File: src/rtl/core/spq_pkg.sv
`default_nettype none

package spq_pkg;

    // Number of slots in the sorted list.
    localparam int unsigned CAPACITY = 16;
    localparam int unsigned CNT_W    = $clog2(CAPACITY + 1);
    localparam int unsigned OCC_W    = 5;
    localparam int unsigned DATA_W   = 32;

    typedef enum logic {
        KIND_INSERT = 1'b0,
        KIND_REMOVE = 1'b1
    } t_kind;

    typedef enum logic [1:0] {
        ST_INSERTED     = 2'd0,
        ST_REMOVED      = 2'd1,
        ST_EMPTY_REMOVE = 2'd2,
        ST_FULL_DROP    = 2'd3
    } t_status;

    typedef enum logic [1:0] {
        OP_HOLD,    // nothing to do this cycle
        OP_INSERT,  // insert into the list and load a result
        OP_REMOVE,  // pop the head and load a result
        OP_REPORT   // list unchanged, load a result with the given code
    } t_op;

    typedef enum logic {
        CS_NO_RESULT,
        CS_RESULT
    } t_ctrl_state;

    typedef struct packed {
        logic                     kind;
        logic signed [DATA_W-1:0] value;
        logic signed [DATA_W-1:0] priority_req;
    } t_in_item;

    typedef struct packed {
        logic [1:0]               status;
        logic signed [DATA_W-1:0] out_value;
        logic signed [DATA_W-1:0] out_priority;
        logic [OCC_W-1:0]         occupancy;
        logic                     is_empty;
    } t_out_item;

    typedef struct packed {
        t_op     op;
        t_status code;
    } t_dp_cmd;

    typedef struct packed {
        logic full;
        logic empty;
    } t_dp_stat;

endpackage

`default_nettype wire

File: src/rtl/core/spq_ctrl.sv
`default_nettype none

module spq_ctrl
    import spq_pkg::*;
(
    input  wire logic     i_clk,
    input  wire logic     i_rst_n,
    input  wire logic     i_in_valid,
    output logic          o_in_ready,
    input  wire logic     i_kind,
    output logic          o_out_valid,
    input  wire logic     i_out_ready,
    input  wire t_dp_stat i_stat,
    output t_dp_cmd       o_cmd
);

    t_ctrl_state r_state;
    t_ctrl_state n_state;
    logic        accept;

    always_ff @(posedge i_clk) begin
        if (!i_rst_n) begin
            r_state <= CS_NO_RESULT;
        end else begin
            r_state <= n_state;
        end
    end

    always_comb begin
        o_in_ready  = (r_state == CS_NO_RESULT) || i_out_ready;
        o_out_valid = (r_state == CS_RESULT);
        accept      = i_in_valid && o_in_ready;
        o_cmd.op    = OP_HOLD;
        o_cmd.code  = ST_INSERTED;
        n_state     = r_state;

        if (accept) begin
            if (i_kind == KIND_INSERT) begin
                if (i_stat.full) begin
                    o_cmd.op   = OP_REPORT;
                    o_cmd.code = ST_FULL_DROP;
                end else begin
                    o_cmd.op   = OP_INSERT;
                    o_cmd.code = ST_INSERTED;
                end
            end else begin
                if (i_stat.empty) begin
                    o_cmd.op   = OP_REPORT;
                    o_cmd.code = ST_EMPTY_REMOVE;
                end else begin
                    o_cmd.op   = OP_REMOVE;
                    o_cmd.code = ST_REMOVED;
                end
            end
        end

        unique case (r_state)
            CS_NO_RESULT: begin
                if (accept) begin
                    n_state = CS_RESULT;
                end
            end
            CS_RESULT: begin
                if (accept) begin
                    n_state = CS_RESULT;
                end else if (i_out_ready) begin
                    n_state = CS_NO_RESULT;
                end
            end
            default: begin
                n_state = CS_NO_RESULT;
            end
        endcase
    end

endmodule

`default_nettype wire

File: src/rtl/core/spq_datapath.sv
`default_nettype none

module spq_datapath
    import spq_pkg::*;
(
    input  wire logic     i_clk,
    input  wire logic     i_rst_n,
    input  wire t_in_item i_item,
    input  wire t_dp_cmd  i_cmd,
    output t_dp_stat      o_stat,
    output t_out_item     o_result
);

    logic signed [DATA_W-1:0] r_val [CAPACITY];
    logic signed [DATA_W-1:0] r_pri [CAPACITY];
    logic [CNT_W-1:0]         r_count;
    logic [CNT_W-1:0]         n_count;
    t_out_item                r_result;
    t_out_item                n_result;
    logic [CAPACITY-1:0]      ge;

    // A slot stays put when it holds a valid entry of greater or equal priority.
    // The list is sorted, so these bits form a prefix.
    for (genvar g = 0; g < CAPACITY; g++) begin : g_cmp
        assign ge[g] = (CNT_W'(g) < r_count) && (r_pri[g] >= i_item.priority_req);
    end

    for (genvar g = 0; g < CAPACITY; g++) begin : g_slot
        always_ff @(posedge i_clk) begin
            if (i_cmd.op == OP_INSERT) begin
                if (!ge[g]) begin
                    if (g == 0) begin
                        r_val[g] <= i_item.value;
                        r_pri[g] <= i_item.priority_req;
                    end else if (ge[(g == 0) ? 0 : g - 1]) begin
                        r_val[g] <= i_item.value;
                        r_pri[g] <= i_item.priority_req;
                    end else begin
                        r_val[g] <= r_val[(g == 0) ? 0 : g - 1];
                        r_pri[g] <= r_pri[(g == 0) ? 0 : g - 1];
                    end
                end
            end else if (i_cmd.op == OP_REMOVE) begin
                if (g < CAPACITY - 1) begin
                    r_val[g] <= r_val[(g < CAPACITY - 1) ? g + 1 : g];
                    r_pri[g] <= r_pri[(g < CAPACITY - 1) ? g + 1 : g];
                end
            end
        end
    end

    always_comb begin
        n_count = r_count;
        case (i_cmd.op)
            OP_INSERT: n_count = r_count + CNT_W'(1);
            OP_REMOVE: n_count = r_count - CNT_W'(1);
            default:   n_count = r_count;
        endcase

        n_result.status       = i_cmd.code;
        n_result.out_value    = (i_cmd.op == OP_REMOVE) ? r_val[0] : '0;
        n_result.out_priority = (i_cmd.op == OP_REMOVE) ? r_pri[0] : '0;
        n_result.occupancy    = OCC_W'(n_count);
        n_result.is_empty     = (n_count == '0);

        o_stat.full  = (r_count == CNT_W'(CAPACITY));
        o_stat.empty = (r_count == '0);
    end

    always_ff @(posedge i_clk) begin
        if (!i_rst_n) begin
            r_count <= '0;
        end else begin
            r_count <= n_count;
        end
    end

    always_ff @(posedge i_clk) begin
        if (i_cmd.op != OP_HOLD) begin
            r_result <= n_result;
        end
    end

    assign o_result = r_result;

endmodule

`default_nettype wire

File: src/rtl/core/sorted_priority_queue_unit.sv
`default_nettype none

// Channel   Direction  Handshake                  Payload
// input     in         i_in_valid / o_in_ready    i_in_item  (t_in_item)
// result    out        o_out_valid / i_out_ready  o_out_item (t_out_item)
//
// Each item is done in the cycle it is accepted: all slots compare against
// the new priority at once and shift by one place, so one item per cycle
// while no result is stalled; the result is in the output register in the
// cycle after acceptance. A new item is taken in the same cycle that the
// waiting result is taken. Reset (synchronous, active low) empties the
// list; slot contents are not cleared since only occupied slots are read.

module sorted_priority_queue_unit
    import spq_pkg::*;
(
    input  wire logic     i_clk,
    input  wire logic     i_rst_n,
    input  wire logic     i_in_valid,
    output logic          o_in_ready,
    input  wire t_in_item i_in_item,
    output logic          o_out_valid,
    input  wire logic     i_out_ready,
    output t_out_item     o_out_item
);

    t_dp_cmd  cmd;
    t_dp_stat stat;

    // The controller decides per accepted item whether the list changes and
    // which status code the result carries; it also owns the result valid.
    spq_ctrl u_ctrl (
        .i_clk       (i_clk),
        .i_rst_n     (i_rst_n),
        .i_in_valid  (i_in_valid),
        .o_in_ready  (o_in_ready),
        .i_kind      (i_in_item.kind),
        .o_out_valid (o_out_valid),
        .i_out_ready (i_out_ready),
        .i_stat      (stat),
        .o_cmd       (cmd)
    );

    // The datapath holds the sorted slots, the entry count and the result
    // register, and carries out the operation the controller commands.
    spq_datapath u_dp (
        .i_clk    (i_clk),
        .i_rst_n  (i_rst_n),
        .i_item   (i_in_item),
        .i_cmd    (cmd),
        .o_stat   (stat),
        .o_result (o_out_item)
    );

endmodule

`default_nettype wire

File: config.mk
export PLATFORM = sky130hd
export DESIGN_NAME = sorted_priority_queue_unit
export DESIGN_NICKNAME = d
export VERILOG_FILES = /design/src/rtl/core/spq_pkg.sv /design/src/rtl/core/spq_ctrl.sv /design/src/rtl/core/spq_datapath.sv /design/src/rtl/core/sorted_priority_queue_unit.sv
export SDC_FILE = /design/constraint.sdc
export NUM_CORES = 2
export LEC_CHECK = 0
export ABC_AREA = 1
export BUFFER_PORTS_ARGS = -buffer_cell sky130_fd_sc_hd__buf_2
export CAP_MARGIN = 30
export CORE_UTILIZATION = 44
export CTS_CLUSTER_SIZE = 14
export DETAILED_ROUTE_END_ITERATION = 12
export HOLD_SLACK_MARGIN = 0.12
export PLACE_DENSITY = 0.56
export SYNTH_ARGS = -nofsm -noshare
export SYNTH_HDL_FRONTEND = slang
export SYNTH_HIERARCHICAL = 1
export SYNTH_SLANG_ARGS = --single-unit
File: constraint.sdc
create_clock -name i_clk -period 13.6 [get_ports i_clk]
set_input_delay 0.68 -clock i_clk [delete_from_list [all_inputs] [get_ports i_clk]]
set_output_delay 0.68 -clock i_clk [all_outputs]
set_load 0.01 [all_outputs]
======== After elaboration in Yosys (flattened, before gate mapping) ========
Memories as Yosys holds them, arrays and structs flattened.
Index checks and enable logic that the tools add are counted.
operators by class
  $lt $le $gt $ge ......................... 32
  mux-type cells .......................... 194
  reduce and logical (&&, ||, !) cells .... 21
  bitwise gates (word level) .............. 61
  add/subtract/negate cells ............... 2
  equality and inequality tests ........... 3
operator list
  kind                                                                 count
  32-bit two-way mux                                                   60
  32-bit greater-or-equal comparator                                   16
  1-bit two-way mux                                                    128
  1-bit OR                                                             60
  4-bit by 5-bit < comparator with 1-bit output, first input constant  8
  3-bit by 5-bit < comparator with 1-bit output, first input constant  4
  1-bit logical AND                                                    17
  4-bit two-way mux                                                    3
  5-bit zero test                                                      2
  1-bit by 5-bit < comparator with 1-bit output, first input constant  2
  2-bit by 5-bit < comparator with 1-bit output, first input constant  2
  5-bit case mux with 2 select lines                                   1
  5-bit by 1-bit adder with 5-bit output, second input constant        1
  5-bit == test, second input constant                                 1
  5-bit by 1-bit subtractor with 5-bit output, second input constant   1
  3-bit two-way mux                                                    1
  2-bit by 1-bit == test with 1-bit output, second input constant      1
  2-bit == test, second input constant                                 1
  1-bit case mux with 2 select lines                                   1
  2-bit nonzero test                                                   1
  1-bit logical OR                                                     1
  1-bit NOT                                                            1
storage, ports and cells
  RAM bits ................................ 1024
  memories kept ........................... 2
  input port bits ......................... 69
  output and inout bits ................... 74
  flip-flop bits (word level) ............. 78
  word-level logic and storage cells ...... 322
memories
  memory      depth  width  rd ports  clocked after Yosys merged registers in  wr ports  RTL line            text
  u_dp.r_pri  16     32     16        0                                        16        spq_datapath.sv:15  logic signed [DATA_W-1:0] r_pri [CAPACITY];
  u_dp.r_val  16     32     16        0                                        16        spq_datapath.sv:14  logic signed [DATA_W-1:0] r_val [CAPACITY];

======== Logic depth before layout (Yosys ltp) ========
  word-level depth ........................ 9
  mapped depth ............................ 22
  depth with buffers taken out ............ 20

======== Modules after synthesis ========
Netlist, hierarchy kept.
by module, submodules not included
  module        instances  cells each  area an instance (sq um)  seq. area each (sq um)
  spq_datapath  1          9502        74061.0                   33011.7
  spq_ctrl      1          19          95.1                      20.0

======== Worst setup path after synthesis ========
Ideal clock, no wire load.
  kind .................................... in2reg
  from .................................... in i_in_item[19] (netlist bit)
  to ...................................... mem u_dp.r_pri[14][0] (enable)
  path slack .............................. 7.386 ns
  stages on the path ...................... 12
  buffers on the path ..................... 1
  data arrival time ....................... 5.690 ns
  required time ........................... 13.076 ns
  library setup time ...................... 0.524 ns
  cells stage by stage .................... inv_1 > clkbuf_1 > ha_1 > a21oi_1 > nand3_1 > nand2_1 > nand2_1 > a21oi_1 > nand2_1 > nand2_1 > nand3_2 > a31oi_1
RTL lines
  what                RTL line                          text
  start: declaration  sorted_priority_queue_unit.sv:21  input wire t_in_item i_in_item,
  end: declaration    spq_datapath.sv:15

==> flow_summary.ini <==
[clock_tree]
cts_repair_resize_count = 0
worstSkewPairLatency_ps = 800
cts_hold_buffers = 0
clock_tree.root_cell = clkbuf_16
cts_buffer_depth = 3
clk_pin_slew_ps = 60
htreeDepth = 4
cts-buffers-inserted = 138
post-cts-setup-buffers = 0
clock_tree_from_tritoncts = built
cts.sink_count = 1102

[synthesis]
synth_edf_count = 1096
ys_top_cells_by_count = 3566 x nand2_1, 1122 x inv_1, 1096 x edfxtp_1
netlist-cell-type-count = 36
ys_warns = 6
dominantRegCellSynth = edfxtp_1
synth.area.top_cells = edfxtp_1 44%, nand2_1 18%, ha_1 8.8%, nand4_1 7.5%, nand3_1 6.4%
synthesis.nets = 10109
netlist.area_leader.share = 0.444
syn_inst = 9521
ys_seq_elements = 1102
post-synth-top-count-cell = nand2_1
synthesis.area_sq_um = 74200
synthDominantAreaCellType = edfxtp_1
async_flop_share = 0
avgSynthCellArea_sq_um = 7.79
synth_seq_area_share = 0.445

[grt]
grtUsageMet3 = 0.0420
grt-busiest-layer = met1
grt.total_usage = 0.263
use_met1 = 0.409
grt_pass1_vias = 60557
grt_first_pass_wirelength_um = 357000
grt_antenna_before_repair = 6
grt-ovfl-total = 0
grtUsageMet2 = 0.375
grt_start_max_net_pins = 235

[sta]
post-route-min-period_ps = 5890
final-setup-viol-count = 0
hold_viol_final = 0
timing_worst_slew_pin_value_ps = 1100
final_worst_path_period_share = 0.433
top_achievable_clock_speed_mhz = 170
finalClockSkew_ps = 30.7
grt_setup_unrepaired = false
maxSlewHeadroom = 0.265
final-max-slew-violation-count = 0
setup-tns-final_ps = 0
layout_setup_ws_ps = 7710

[worst_setup_path]
crit_path_max_fanout = 120
crit_path_capture_type = flip-flop
timing.rr.start = u_dp/r_count[4]$_SDFF_PN0_
r2r.worst_path.cells = 17
crit_path_start_kind = flip-flop
crit_type = flip-flop to flip-flop
critical_path.max_stage_delay_ps = 880
timing.reg2reg.setup_slack_ps = 7710
worstSetupStartpoint = u_dp/r_count[4]$_SDFF_PN0_
data_required_time_of_the_worst_path_ps = 14140
critical_path.cell_chain = nor2_1 > inv_1 > nor2_1 > inv_1 > nor2_1 > nor2_1 > nor2_1 > inv_1 > ha_4 > inv_8 > buf_4 > buf_4 > buf_4 > buf_16 > o21ai_0 > nand2_1 > nand2_1
cp_common_cell = nor2_1
setup.worst_path.end = u_dp/r_val[1][4]$_DFFE_PP_
critPathArrivalTime_ps = 6430
rr_endpoint = u_dp/r_val[1][4]$_DFFE_PP_
critical_path.slowest_cell = buf_4

[finish]
multi_input_area_sq_um = 34000
finish.utilization = 0.479
area_growth_syn_to_layout_pct = 7.94
fin_nets = 9831
register_area_sq_um = 33000
final_layout_size_suffix_gt1_frac = 0.0542
nFillCells = 16533
antenna-diode-count = 0

[flow_run]
cap_violations = 0

[route]
drc_errors = 0
drtAntennaViolNets = 0
routed_wire_length_per_instance_um = 19.7
drt-initial-drc-count = 7046
postRouteWirelength_um = 228000
num_vias = 63933
drt-vias-per-instance = 5.54
firstDrtPassIters = 6

[placed_design]
pre_cts_slack_ps = 7650
gp_congestion = 0.883
numPortBuffers = 142
hpwl_um = 154000

[power]
vdd_drop_max_v = 0.000143
clockPowerShare = 0.256
p_comb_frac = 0.336
power_switching_mw = 5.34
power_frac_seq = 0.408
leakage_power_summed_over_all_cells_nw = 38.7
cell_pwr_density_nw_per_um2 = 172
internal_power_mw = 8.39
switching_share = 0.389

[die]
coreArea_sq_um = 167000
die-area_sq_um = 170000
fp.dieW_um = 413
initial_util = 0.443
std_cell_rows = 150
top_level_ports = 143
die_h_um = 413

[run_status]
status = finished, final reports clean

[min_path]
timing.hold.worst.class = primary input to flip-flop
## final cells by class
class / instances / area share
multi-input combinational: 6618 / 0.425
clock inverter: 75 / 0.00680
inverter: 1125 / 0.0529
sequential: 1102 / 0.413
clock buffer: 168 / 0.0455
tap: 2204 / 0.0345
timing repair buffer: 258 / 0.0230
## how the worst min path moves through the flow
stage                                        from                             to  slack [ps]  depth (start not counted)
global route                        i_in_item[10]   u_dp/r_pri[15][10]$_DFFE_PP_         180                          3
finish                                 i_in_valid  u_ctrl/o_out_valid$_SDFF_PN0_         190                          3
floorplan            u_dp/r_val[1][226]$_DFFE_PP_   u_dp/r_val[1][194]$_DFFE_PP_         490                          2
detailed placement   u_dp/r_val[1][225]$_DFFE_PP_   u_dp/r_val[1][193]$_DFFE_PP_         510                          2
CTS                                    i_in_valid  u_ctrl/o_out_valid$_SDFF_PN0_         140                          3
global placement    u_ctrl/o_out_valid$_SDFF_PN0_  u_ctrl/o_out_valid$_SDFF_PN0_         480                          2
## flip-flops by register name, summed over array words and instances, names as in the netlist
name / count
u_dp/r_count: 5
u_dp/r_val: 512
u_dp/r_pri: 512
u_dp/o_result: 72
u_ctrl/o_out_valid: 1
## per-stage QoR
stage / instances / power (mW) / instance area [sq um] / hold WS, ps
4_1_cts: 11544 / 13.7 / 79900 / 135
2_1_floorplan: 9521 / 8.81 / 74200 / 495
5_1_grt: 11550 / 14.6 / 80000 / 177
6_report: 11550 / 13.7 / 80000 / 186
3_5_place_dp: 11301 / 10.2 / 75700 / 506
3_3_place_gp: 11295 / 10.1 / 75600 / 484
## metal layers
metal	share of wire	vias to the layer above	routed length (um)
met4	0.021	0	4790
met3	0.079	259	18000
met2	0.41	2452	93300
li1	-	31408	-
met5	0	-	0
met1	0.49	29814	112000
## placed cells by master (no fill, tap or decap), drive strengths merged
master	instances
nor3	12
edfxtp	1096
nor4	9
a21o	12
nand2	3578
nand3b	2
a31oi	4
nand3	967
o21bai	11
nand2b	1
o311ai	1
a21boi	1
buf	258
and3	3
dfxtp	6
a21oi	236
clkbuf	168
nor2	154
o21ai	188
clkinvlp	2
ha	519
o211ai	2
clkinv	61
bufinv	6
nand4	885
o21a	33
inv	1131
## power groups by stage
stage	combinational, mW	sequential, mW	clock, mW
floorplan	3.32	5.49	0
global placement	4.42	5.63	0
detailed placement	4.53	5.66	0
CTS	4.56	5.59	3.59
global route	5.21	5.69	3.70
finish	4.61	5.61	3.52
## kinds of logic (layout without fill, tap and decap cells)
logic type                 count (synthesis)  count (layout)  share of synthesized area
AOI/OAI and AO/OA                        488             488                     0.0352
adders and majority gates                519             519                     0.0876
buffers and inverters                   1801            1626                     0.0987
DFF                                     1102            1102                      0.445
and+or+nand+nor                         5611            5611                      0.333
## critical path: cells and delay by family, from the launching register on
| kind | cells | cell delay [ps] |
|---|---|---|
| AO/OA/AOI/OAI | 1 | 150 |
| buffers and inverters | 8 | 3400 |
| flip-flops | 1 | 450 |
| adder cells (fa/ha/maj) | 1 | 320 |
| AND/OR/NAND/NOR | 7 | 1160 |
(Power assumes the default switching activity.)
